--- config.mk ---
export PLATFORM = sky130hd
export DESIGN_NAME = c_comment_stripper
export DESIGN_NICKNAME = d
export VERILOG_FILES = /design/src/hdl/ccs_pkg.sv /design/src/hdl/c_comment_stripper.sv /design/src/hdl/ccs_scan.sv /design/src/hdl/ccs_emit.sv
export SDC_FILE = /design/constraint.sdc
export NUM_CORES = 1
export LEC_CHECK = 0
export BUFFER_PORTS_ARGS = -buffer_cell sky130_fd_sc_hd__buf_2
export CAP_MARGIN = 15
export CORE_MARGIN = 10
export CORE_UTILIZATION = 61
export DETAILED_ROUTE_END_ITERATION = 16
export MAX_ROUTING_LAYER = met4
export PLACE_DENSITY = 0.78
export SYNTH_ARGS = -nofsm -noshare
export SYNTH_HDL_FRONTEND = slang
export SYNTH_SLANG_ARGS = --single-unit
--- constraint.sdc ---
create_clock -name aclk -period 14.7 [get_ports aclk]
set_input_delay 0.735 -clock aclk [delete_from_list [all_inputs] [get_ports aclk]]
set_output_delay 0.735 -clock aclk [all_outputs]
set_load 0.02 [all_outputs]
--- src/hdl/ccs_pkg.sv ---
`timescale 1ns / 1ps

package ccs_pkg;

    // Width of the internal line counter; it saturates at its all-ones value.
    localparam int LINE_BITS = 16;
    localparam logic [LINE_BITS-1:0] LINE_MAX   = '1;
    localparam logic [LINE_BITS-1:0] LINE_FIRST = LINE_BITS'(1);

    localparam int BURST_MAX = 4;

    localparam logic [7:0] CHAR_SLASH   = 8'h2F;
    localparam logic [7:0] CHAR_STAR    = 8'h2A;
    localparam logic [7:0] CHAR_NEWLINE = 8'h0A;
    localparam logic [7:0] CHAR_QUOTE   = 8'h22;
    localparam logic [7:0] CHAR_SPACE   = 8'h20;
    localparam logic [7:0] CHAR_TAB     = 8'h09;
    localparam logic [7:0] CHAR_CR      = 8'h0D;
    localparam logic [7:0] CHAR_VT      = 8'h0B;
    localparam logic [7:0] CHAR_FF      = 8'h0C;
    localparam logic [7:0] CHAR_NUL     = 8'h00;

    typedef enum logic [4:0] {
        MODE_CODE  = 5'b00001,
        MODE_SLASH = 5'b00010,
        MODE_LINE  = 5'b00100,
        MODE_BLOCK = 5'b01000,
        MODE_STAR  = 5'b10000
    } scan_mode_t;

    typedef struct packed {
        logic [7:0] text_byte;
        logic       end_of_text;
    } ccs_in_t;

    typedef struct packed {
        logic [7:0]  out_byte;
        logic [15:0] line_number;
        logic        line_has_text;
        logic        unclosed_comment;
        logic        text_done;
        logic        run_last;
    } ccs_out_t;

    // All results caused by one input character. Every result of one
    // character shares the line number; only the last one carries flags.
    typedef struct packed {
        logic                      valid;
        logic [2:0]                count;
        logic [BURST_MAX-1:0][7:0] chars;
        logic [15:0]               line;
        logic                      has_text;
        logic                      unclosed;
        logic                      done;
    } ccs_burst_t;

    function automatic logic is_blank(input logic [7:0] c);
        return (c == CHAR_SPACE) || (c == CHAR_TAB) || (c == CHAR_NEWLINE) ||
               (c == CHAR_CR) || (c == CHAR_VT) || (c == CHAR_FF);
    endfunction

endpackage

--- src/hdl/c_comment_stripper.sv ---
`timescale 1ns / 1ps
// Each s_ transaction is held in the input register, then in the emitter register.
// Throughput: one character per cycle with m_ready high and each causing at most one
// result; more results (at most four, at a close) hold the input until all are taken.
// Reset: synchronous, active-low aresetn empties both registers and returns the scanner
// to code mode at line one.

module c_comment_stripper (
    input  logic              aclk,
    input  logic              aresetn,
    input  logic              s_valid,
    output logic              s_ready,
    input  ccs_pkg::ccs_in_t  s_data,
    output logic              m_valid,
    input  logic              m_ready,
    output ccs_pkg::ccs_out_t m_data
);

    // The input register holds one character. It is released as soon as the
    // scanner consumes it, so a new transaction can land in the same cycle.
    logic                in_valid_reg, in_valid_next;
    ccs_pkg::ccs_in_t    in_data_reg;
    logic                consume;
    logic                load_ok;
    ccs_pkg::ccs_burst_t burst;

    assign s_ready = !in_valid_reg || consume;

    always_comb begin
        in_valid_next = in_valid_reg;
        if (s_valid && s_ready) begin
            in_valid_next = 1'b1;
        end else if (consume) begin
            in_valid_next = 1'b0;
        end
    end

    always_ff @(posedge aclk) begin
        if (!aresetn) begin
            in_valid_reg <= 1'b0;
        end else begin
            in_valid_reg <= in_valid_next;
        end
    end

    always_ff @(posedge aclk) begin
        if (s_valid && s_ready) begin
            in_data_reg <= s_data;
        end
    end

    // The scanner turns the held character into a burst of up to four
    // results and advances its mode, string flag, line text flag and line
    // counter. A character that causes no result retires without waiting.
    ccs_scan u_scan (
        .aclk       (aclk),
        .aresetn    (aresetn),
        .item_valid (in_valid_reg),
        .item       (in_data_reg),
        .load_ok    (load_ok),
        .consume    (consume),
        .burst      (burst)
    );

    // The emitter stores a burst and hands out one result per cycle while m_ready is high.
    // It takes the next burst in the cycle its last result is accepted.
    ccs_emit u_emit (
        .aclk    (aclk),
        .aresetn (aresetn),
        .burst   (burst),
        .load_ok (load_ok),
        .m_valid (m_valid),
        .m_ready (m_ready),
        .m_data  (m_data)
    );

endmodule

--- src/hdl/ccs_scan.sv ---
`timescale 1ns / 1ps

module ccs_scan (
    input  logic                aclk,
    input  logic                aresetn,
    input  logic                item_valid,
    input  ccs_pkg::ccs_in_t    item,
    input  logic                load_ok,
    output logic                consume,
    output ccs_pkg::ccs_burst_t burst
);

    ccs_pkg::scan_mode_t                 mode_reg, mode_next;
    logic                                in_string_reg, in_string_next;
    logic                                nonblank_reg, nonblank_next;
    logic [ccs_pkg::LINE_BITS-1:0]       line_reg, line_next;

    always_comb begin
        logic [7:0]                               c;
        logic                                     fin;
        logic [2:0]                               n;
        logic [ccs_pkg::BURST_MAX-1:0][7:0]       chars;
        logic                                     ht;
        logic                                     inc;
        logic                                     code_path;
        logic                                     block_path;
        ccs_pkg::scan_mode_t                      mode_n;
        logic                                     str_n;
        logic                                     nb_n;

        c          = item.text_byte;
        fin        = item.end_of_text;
        n          = 3'd0;
        chars      = '0;
        ht         = 1'b0;
        inc        = 1'b0;
        code_path  = 1'b0;
        block_path = 1'b0;
        mode_n     = mode_reg;
        str_n      = in_string_reg;
        nb_n       = nonblank_reg;

        unique case (mode_reg)
            ccs_pkg::MODE_SLASH: begin
                if (c == ccs_pkg::CHAR_SLASH) begin
                    mode_n = ccs_pkg::MODE_LINE;
                end else if (c == ccs_pkg::CHAR_STAR) begin
                    mode_n = ccs_pkg::MODE_BLOCK;
                end else begin
                    // The slash did not open a comment, so it is ordinary text.
                    nb_n = 1'b1;
                    chars[n[1:0]] = ccs_pkg::CHAR_SLASH;
                    n = n + 3'd1;
                    code_path = 1'b1;
                end
            end
            ccs_pkg::MODE_LINE: begin
                if (c == ccs_pkg::CHAR_NEWLINE) begin
                    mode_n = ccs_pkg::MODE_CODE;
                    chars[n[1:0]] = ccs_pkg::CHAR_NEWLINE;
                    n = n + 3'd1;
                    ht = nb_n;
                    nb_n = 1'b0;
                    inc = 1'b1;
                end else begin
                    chars[n[1:0]] = ccs_pkg::CHAR_SPACE;
                    n = n + 3'd1;
                end
            end
            ccs_pkg::MODE_STAR: begin
                if (c == ccs_pkg::CHAR_SLASH) begin
                    chars = {ccs_pkg::BURST_MAX{ccs_pkg::CHAR_SPACE}};
                    n = 3'(ccs_pkg::BURST_MAX);
                    mode_n = ccs_pkg::MODE_CODE;
                end else begin
                    // The pending star was comment body after all.
                    chars[n[1:0]] = ccs_pkg::CHAR_SPACE;
                    n = n + 3'd1;
                    block_path = 1'b1;
                end
            end
            ccs_pkg::MODE_BLOCK: begin
                block_path = 1'b1;
            end
            default: begin
                code_path = 1'b1;
            end
        endcase

        if (code_path) begin
            if (c == ccs_pkg::CHAR_SLASH && !str_n) begin
                mode_n = ccs_pkg::MODE_SLASH;
            end else begin
                mode_n = ccs_pkg::MODE_CODE;
                if (c == ccs_pkg::CHAR_QUOTE) begin
                    str_n = ~str_n;
                end
                if (c == ccs_pkg::CHAR_NEWLINE) begin
                    chars[n[1:0]] = ccs_pkg::CHAR_NEWLINE;
                    n = n + 3'd1;
                    ht = nb_n;
                    nb_n = 1'b0;
                    inc = 1'b1;
                end else begin
                    if (!ccs_pkg::is_blank(c)) begin
                        nb_n = 1'b1;
                    end
                    chars[n[1:0]] = c;
                    n = n + 3'd1;
                end
            end
        end

        if (block_path) begin
            mode_n = ccs_pkg::MODE_BLOCK;
            if (c == ccs_pkg::CHAR_STAR) begin
                mode_n = ccs_pkg::MODE_STAR;
            end else if (c == ccs_pkg::CHAR_NEWLINE) begin
                chars[n[1:0]] = ccs_pkg::CHAR_NEWLINE;
                n = n + 3'd1;
                ht = nb_n;
                nb_n = 1'b0;
                inc = 1'b1;
            end else begin
                chars[n[1:0]] = ccs_pkg::CHAR_SPACE;
                n = n + 3'd1;
            end
        end

        burst.unclosed = 1'b0;
        burst.done     = 1'b0;
        if (fin) begin
            if (mode_n == ccs_pkg::MODE_SLASH) begin
                chars[n[1:0]] = ccs_pkg::CHAR_SLASH;
                n = n + 3'd1;
            end else if (mode_n == ccs_pkg::MODE_STAR) begin
                chars[n[1:0]] = ccs_pkg::CHAR_SPACE;
                n = n + 3'd1;
            end
            if (n == 3'd0) begin
                chars[0] = ccs_pkg::CHAR_NUL;
                n = 3'd1;
            end
            burst.unclosed = (mode_n == ccs_pkg::MODE_BLOCK) ||
                             (mode_n == ccs_pkg::MODE_STAR);
            burst.done     = 1'b1;
        end

        burst.count    = n;
        burst.chars    = chars;
        burst.line     = 16'(line_reg);
        burst.has_text = ht;
        burst.valid    = item_valid && (n != 3'd0);

        consume = item_valid && ((n == 3'd0) || load_ok);

        // A finished text puts everything back to its reset values.
        if (fin) begin
            mode_next      = ccs_pkg::MODE_CODE;
            in_string_next = 1'b0;
            nonblank_next  = 1'b0;
            line_next      = ccs_pkg::LINE_FIRST;
        end else begin
            mode_next      = mode_n;
            in_string_next = str_n;
            nonblank_next  = nb_n;
            line_next      = (inc && line_reg != ccs_pkg::LINE_MAX) ?
                             line_reg + ccs_pkg::LINE_FIRST : line_reg;
        end
    end

    always_ff @(posedge aclk) begin
        if (!aresetn) begin
            mode_reg      <= ccs_pkg::MODE_CODE;
            in_string_reg <= 1'b0;
            nonblank_reg  <= 1'b0;
            line_reg      <= ccs_pkg::LINE_FIRST;
        end else if (consume) begin
            mode_reg      <= mode_next;
            in_string_reg <= in_string_next;
            nonblank_reg  <= nonblank_next;
            line_reg      <= line_next;
        end
    end

endmodule

--- src/hdl/ccs_emit.sv ---
`timescale 1ns / 1ps

module ccs_emit (
    input  logic                aclk,
    input  logic                aresetn,
    input  ccs_pkg::ccs_burst_t burst,
    output logic                load_ok,
    output logic                m_valid,
    input  logic                m_ready,
    output ccs_pkg::ccs_out_t   m_data
);

    logic                valid_reg, valid_next;
    logic [1:0]          index_reg, index_next;
    ccs_pkg::ccs_burst_t burst_reg;
    logic                at_last;
    logic                fire;
    logic                load;

    assign at_last = (index_reg == 2'(burst_reg.count - 3'd1));
    assign fire    = valid_reg && m_ready;
    assign load_ok = !valid_reg || (m_ready && at_last);
    assign load    = burst.valid && load_ok;

    always_comb begin
        valid_next = valid_reg;
        index_next = index_reg;
        if (load) begin
            valid_next = 1'b1;
            index_next = 2'd0;
        end else if (fire) begin
            if (at_last) begin
                valid_next = 1'b0;
            end else begin
                index_next = index_reg + 2'd1;
            end
        end
    end

    always_ff @(posedge aclk) begin
        if (!aresetn) begin
            valid_reg <= 1'b0;
            index_reg <= 2'd0;
        end else begin
            valid_reg <= valid_next;
            index_reg <= index_next;
        end
    end

    always_ff @(posedge aclk) begin
        if (load) begin
            burst_reg <= burst;
        end
    end

    assign m_valid                 = valid_reg;
    assign m_data.out_byte         = burst_reg.chars[index_reg];
    assign m_data.line_number      = burst_reg.line;
    assign m_data.line_has_text    = at_last && burst_reg.has_text;
    assign m_data.unclosed_comment = at_last && burst_reg.unclosed;
    assign m_data.text_done        = at_last && burst_reg.done;
    assign m_data.run_last         = at_last;

endmodule
# After elaboration in Yosys (flattened, before gate mapping)
# Index checks and enable logic that the tools add are counted.
# Widths: inputs -> output; s select.
classes:
  add_sub_neg: 6
  n_lt_le_gt_ge: 7
  n_eq_ne: 19
  n_mux: 93
  n_bitwise: 18
  reduce_logical: 41
ops:
  columns: ["cell", "count"]
  rows:
  - ["$mux 32", 9]
  - ["$and 28x28->28", 2]
  - ["$not 28->28", 2]
  - ["$and 24x24->24", 2]
  - ["$demux 8 s2", 3]
  - ["$mux 8", 6]
  - ["$not 24->24", 2]
  - ["$mux 22", 2]
  - ["$mux 1", 41]
  - ["$eq 8x4->1 const B", 5]
  - ["$mux 5", 8]
  - ["$mux 3", 11]
  - ["$bwmux 32", 1]
  - ["$eq 8x6->1 const B", 4]
  - ["$mux 16", 2]
  - ["$pmux 8 s3", 1]
  - ["$or 20x20->20", 1]
  - ["$add 16x1->16 const B", 1]
  - ["$bmux 8 s2", 1]
  - ["$ne 16x16->1 const B", 1]
  - ["$or 8x8->8", 2]
  - ["$pmux 5 s3", 1]
  - ["$logic_and 1x1->1", 14]
  - ["$and 12x12->12", 1]
  - ["27 further kinds", 61]
word_totals:
  ff_bits: 89
  inputBits: 13
  output_inout_bits: 30
  elab_cells: 202

# Depth between registers and ports, before layout
logic_depth:
  ltp_word: 23
  mapped_depth: 19
  depth_no_buf: 15

# Hierarchy
# From an unflattened synthesis, not the netlist that was laid out.
unflattened:
  hier_cells: 434
  area_unflattened_um2: 4715.8
modules_own_cells:
  columns: ["module", "instances", "cells_per_inst", "area_each_um2", "seq_area_each_um2"]
  rows:
  - ["ccs_scan", 1, 313, 2247.2, 460.4]
  - ["ccs_emit", 1, 107, 2140.8, 1651.6]
  - ["c_comment_stripper", 1, 14, 327.8, 290.3]

# Least setup slack after synthesis
# No wires, ideal clock.
synth_path:
  path_kind: "reg2reg"
  start: "reg u_scan.mode_reg[0]"
  end: "reg u_emit.burst_reg[0] (netlist bit) (enable)"
  setup_time_ps: 445
  arrival_time_ps: 5032
  required_ps: 14255
  slack_ps: 9223
  stages_incl_launch_ff: 18
  path_buffers: 4
  period_less_slack_ps: 5477
  path_cell_list: "dfxtp_1 -> buf_2 -> or3_1 -> buf_2 -> nor2_1 -> and2_1 -> clkbuf_1 -> or2_2 -> ha_1 -> a21oi_1 -> inv_1 -> ha_1 -> inv_1 -> a211oi_2 -> o2111ai_2 -> buf_6 -> nand2_1 -> nor2_1"
synth_between:
  elab_chain_cells: 18
  word_cells_on_any_way: 33
  classes_between: "add/sub (3); eq/ne (6); mux (19); reduce/logical (5)"
synth_rtl:
  columns: ["item", "line_no", "rtl"]
  rows:
  - ["from (decl)", "ccs_scan.sv:13", "ccs_pkg::scan_mode_t mode_reg, mode_next;"]
  - ["from (signal assigned)", "ccs_scan.sv:174", "mode_reg <= ccs_pkg::MODE_CODE;"]
  - ["from (signal assigned)", "ccs_scan.sv:179", "mode_reg <= mode_next;"]
  - ["$eq 5x5->1, or another cell as far along", "ccs_scan.sv:43", "unique case (mode_reg)"]
  - ["$pmux 3 s3", "ccs_scan.sv:43", null]
  - ["$add 3x1->3", "ccs_scan.sv:100, ccs_scan.sv:109", null]
  - ["$mux 3", "ccs_scan.sv:91", "if (c == ccs_pkg::CHAR_SLASH && !str_n) begin"]
  - ["$mux 3", "ccs_scan.sv:90", "if (code_path) begin"]
  - ["$add 3x1->3", "ccs_scan.sv:120, ccs_scan.sv:126", null]
  - ["$mux 3", "ccs_scan.sv:116", "if (c == ccs_pkg::CHAR_STAR) begin"]
  - ["$mux 3", "ccs_scan.sv:114", "if (block_path) begin"]
  - ["[3 not listed]", null, null]
  - ["$mux 3", "ccs_scan.sv:132", "if (fin) begin"]
  - ["$logic_not 3->1", "ccs_scan.sv:140", "if (n == 3'd0) begin"]
  - ["$mux 3", "ccs_scan.sv:140", null]
  - ["$mux 3 *", "ccs_scan.sv:132", null]
  - ["$reduce_bool 3->1 *", "ccs_scan.sv:153", "burst.valid = item_valid && (n != 3'd0);"]
  - ["$logic_and 1x1->1 *", "ccs_scan.sv:153", null]
  - ["$logic_and 1x1->1 *", "ccs_emit.sv:23", "assign load = burst.valid && load_ok;"]
  - ["via u_emit.load", "ccs_emit.sv:18", "logic load;"]
  - ["to (signal assigned)", "ccs_emit.sv:52", "burst_reg <= burst;"]
  - ["to (decl)", "ccs_emit.sv:15", "ccs_pkg::ccs_burst_t burst_reg;"]
# Mark *: on every way through the listed nets, which the timed path passes. The rest lies on a longest branch. The select of a mux whose other input is x is not followed.
# A chain may end at the register's enable or synchronous reset.

# Worst setup path after layout
layout_path:
  start: "reg in_data_reg[7] (netlist bit)"
  end: "out s_ready"
layout_between:
  elab_chain_cells: 21
  word_cells_on_any_way: 41
  classes_between: "add/sub (3); eq/ne (5); mux (27); reduce/logical (6)"
layout_rtl:
  columns: ["item", "line_no", "rtl"]
  rows:
  - ["from (decl)", "c_comment_stripper.sv:22", "ccs_pkg::ccs_in_t in_data_reg;"]
  - ["from (signal assigned)", "c_comment_stripper.sv:48", "in_data_reg <= s_data;"]
  - ["$eq 8x6->1", "ccs_scan.sv:47, ccs_scan.sv:116", null]
  - ["$mux 1", "ccs_scan.sv:47", "end else if (c == ccs_pkg::CHAR_STAR) begin"]
  - ["$mux 3", "ccs_scan.sv:45", "if (c == ccs_pkg::CHAR_SLASH) begin"]
  - ["$pmux 3 s3", "ccs_scan.sv:43", null]
  - ["$add 3x1->3", "ccs_scan.sv:100, ccs_scan.sv:109", null]
  - ["$mux 3", "ccs_scan.sv:91", null]
  - ["$mux 3", "ccs_scan.sv:90", null]
  - ["$add 3x1->3", "ccs_scan.sv:120, ccs_scan.sv:126", null]
  - ["[5 not listed]", null, null]
  - ["$mux 3", "ccs_scan.sv:132", null]
  - ["$logic_not 3->1", "ccs_scan.sv:140", null]
  - ["$mux 3", "ccs_scan.sv:140", null]
  - ["$mux 3 *", "ccs_scan.sv:132", null]
  - ["$logic_not 3->1 *", "ccs_scan.sv:155", "consume = item_valid && ((n == 3'd0) || load_ok);"]
  - ["$logic_or 1x1->1 *", "ccs_scan.sv:155", null]
  - ["$logic_and 1x1->1 *", "ccs_scan.sv:155", null]
  - ["$logic_or 1x1->1 *", "c_comment_stripper.sv:27", "assign s_ready = !in_valid_reg || consume;"]
  - ["to (decl)", "c_comment_stripper.sv:12", "output logic s_ready,"]
# Mark *: on every way between the ends. The rest lies on a longest branch, timed or not. The select of a mux whose other input is x is not followed.

==> metrics.yaml <==
outcome: "completed"
final_cell_mix: "52 x edfxtp_1, 48 x nand2_1, 42 x buf_2, 39 x nor2_1, 27 x dfxtp_1"
worstPathArrival_ns: 4.44
synth_largest_area_cell: "edfxtp_1"
grt_max_degree: 45
layout_min_cycle_time_ns: 5.17
row_count: 30
synth_seq_cells: 79
avgSynthCellArea_um2: 10.3
ir_worst_vdd_mv: 0.0823
synthArstFlopShare: 0
synth_nets: 438
n_antenna_cell: 0
synth_area_um2: 4270
finalMaxSlewViolations: 0
area_growth_pct: 7.60
ctsHoldBuffers: 0
stdcell_count: 534
yosys_warnings: 0
critPathMaxFanout: 12
core_area_um2: 6790
placed_cells: 517
wl_met2_um: 3840
cts-resized-gates: 0
top_layer: "met4"
final_nets: 456
fin_ws_ns: 9.53
num_io_pins: 43
cts_buffer_depth: 2
cts_sinks: 79
groute.usage.overall: 0.174
postCtsSetupRepairBufs: 0
wl_met1_um: 4410
gp_congestion: 0.925
dr_total_vias: 3157
port_buffers: 42
numCtsBuffers: 9
finalSetupViolations: 0
die_area_um2: 10700
path_class: "register to primary output"
critPathLaunchType: "register"
final_layout_size_suffix_gt1_frac: 0.212
slew_headroom: 0.278
htreeDepth: 3
rr_startpoint: "in_data_reg[7]"
tritoncts: "done"
ant_nets: 0
hold_viol_final: 0
wl_met3_um: 571
pre_cts_slack_ns: 9.71
routed_wl_um: 8990
drv_cap: 0
largest_reg_flops: 27
rsz0062_at_grt: "false"
multiInputGateArea_um2: 1890
drt_iter0_markers: 259
postLayoutCoreUtil: 0.676
die_h_um: 104
tightest_slew_ns: 1.08
die_w_um: 104
dp_hpwl_um: 6520
critPathCaptureType: "primary output"
fmax_mhz: 193
seq_area_um2: 2100
whs_path_depth: 0
r2r_end: "u_scan.in_string_reg"
final_common_cell: "edfxtp_1"
setup_tns_ns: 0
clock_latency_ns: 0.36
fillers: 523
start_util: 0.628
synth_top_area_frac: 0.366
rrSetupSlack_ns: 9.65
drc: 0
root_buffer: "clkbuf_8"
synth_cell_types: 61
syn_inst: 415
ys_seq_area_frac: 0.493
power_density_nw_per_um2: 94.2
synth_edf_count: 52
grt_pass1_vias: 2937
power_leakage_uw: 0.00175
cp-startpoint: "in_data_reg[7]"
drtPass1Iterations: 4
critPathRequiredTime_ns: 13.97
fin_skew_ns: 0.00574
viasPerCell: 5.91
netlist_top_cells_area: "edfxtp_1 37%, dfxtp_1 13%, nand2_1 4.2%"
grt-ovfl-total: 0
cts.clk_slew.worst_paths_ns: 0.09
routedWlPerCell_um: 16.8
synth_ff_type: "edfxtp_1"
fin_crit_sh: 0.352
hold_end: "u_emit.m_data[9]"
grt_pass1_wl_um: 15100
hold_start: "u_scan.line_reg[5]"
antenna_found_initial: 0
hold_path_class: "register to register"
reg2reg_depth: 15
## metrics by stage
step | hold slack (ns) | total power [uW] | area (um^2)
final | 0.489 | 432 | 4590
after global placement | 0.453 | 287 | 4390
after global routing | 0.503 | 448 | 4590
after CTS | 0.491 | 433 | 4570
after floorplan | 0.431 | 279 | 4270
after detailed placement | 0.467 | 288 | 4390
## how the worst max path moves through the flow
| stage | to | slack, ns | depth (start not counted) |
|---|---|---|---|
| 2_1_floorplan | u_emit.burst_reg[0] | 9.22 | 17 |
| 3_3_place_gp | u_emit.burst_reg[34] | 9.82 | 13 |
| 3_5_place_dp | u_scan.in_string_reg | 9.71 | 15 |
| 4_1_cts | s_ready | 9.55 | 14 |
| 5_1_grt | u_scan.in_string_reg | 9.18 | 15 |
| 6_report | s_ready | 9.53 | 14 |
## worst max-delay path: stages, from the launching register on
cell and delay (ns):
edfxtp_1 0.45, nor3_4 0.38, nand3_1 0.26, and2_1 0.33
or2_2 0.34, ha_1 0.33, a21oi_1 0.25, inv_1 0.11
ha_1 0.22, and3b_1 0.20, o21a_1 0.19, nand2_1 0.16
o2111ai_2 0.39, nand3_1 0.26, buf_2 0.19
## layer usage
layer	track usage	up-vias
li1	-	1535
met3	0.0428	14
met2	0.242	116
met5	-	-
met1	0.235	1492
met4	0.0716	0
## report_power, final
part,internal [uW],switching (uW)
combinational,11.4,21.6
clock,63.6,85.5
sequential,244,6.13
total,319,113
## synthesized netlist by cell type, types with 2 or more instances
library cell	instances
a2111oi_2	4
a211o_1	2
a211oi_1	5
a21boi_0	2
a21o_1	4
a21oi_1	21
a21oi_2	3
a221oi_2	2
a31o_2	4
a31oi_1	5
a32o_1	2
a41o_1	3
and2_1	6
and3_1	12
and4_1	2
buf_1	3
buf_2	8
buf_4	18
clkbuf_1	8
dfxtp_1	27
edfxtp_1	52
ha_1	10
inv_1	14
mux2i_1	5
mux4_2	5
nand2_1	48
nand2b_1	5
nand3_1	18
nand4_1	3
nor2_1	40
nor2b_1	4
nor3_1	8
nor4b_1	2
o21a_1	4
o21ai_0	13
o21ai_1	2
o22ai_1	4
or2_2	3
or3_1	2
xnor2_1	11
## cell families (layout without fill, tap and decap cells)
logic type	count (synthesis)	after routing	share of synthesized area
XOR/XNOR	12	12	0.0246
buffers and inverters	52	75	0.0657
adder cells (fa/ha/maj)	10	10	0.0293
AND/OR/NAND/NOR	162	162	0.192
AO/OA/AOI/OAI	89	89	0.155
multiplexers	11	11	0.0408
flip-flops	79	79	0.493
## layout make-up
cell class / instances / area share
Clock inverter: 7 / 0.0120
Timing Repair Buffer: 45 / 0.0534
Multi-Input combinational cell: 284 / 0.412
Sequential cell: 79 / 0.458
Clock buffer: 9 / 0.0270
Tap cell: 96 / 0.0262
Inverter: 14 / 0.0114
(Power assumes the default switching activity.)
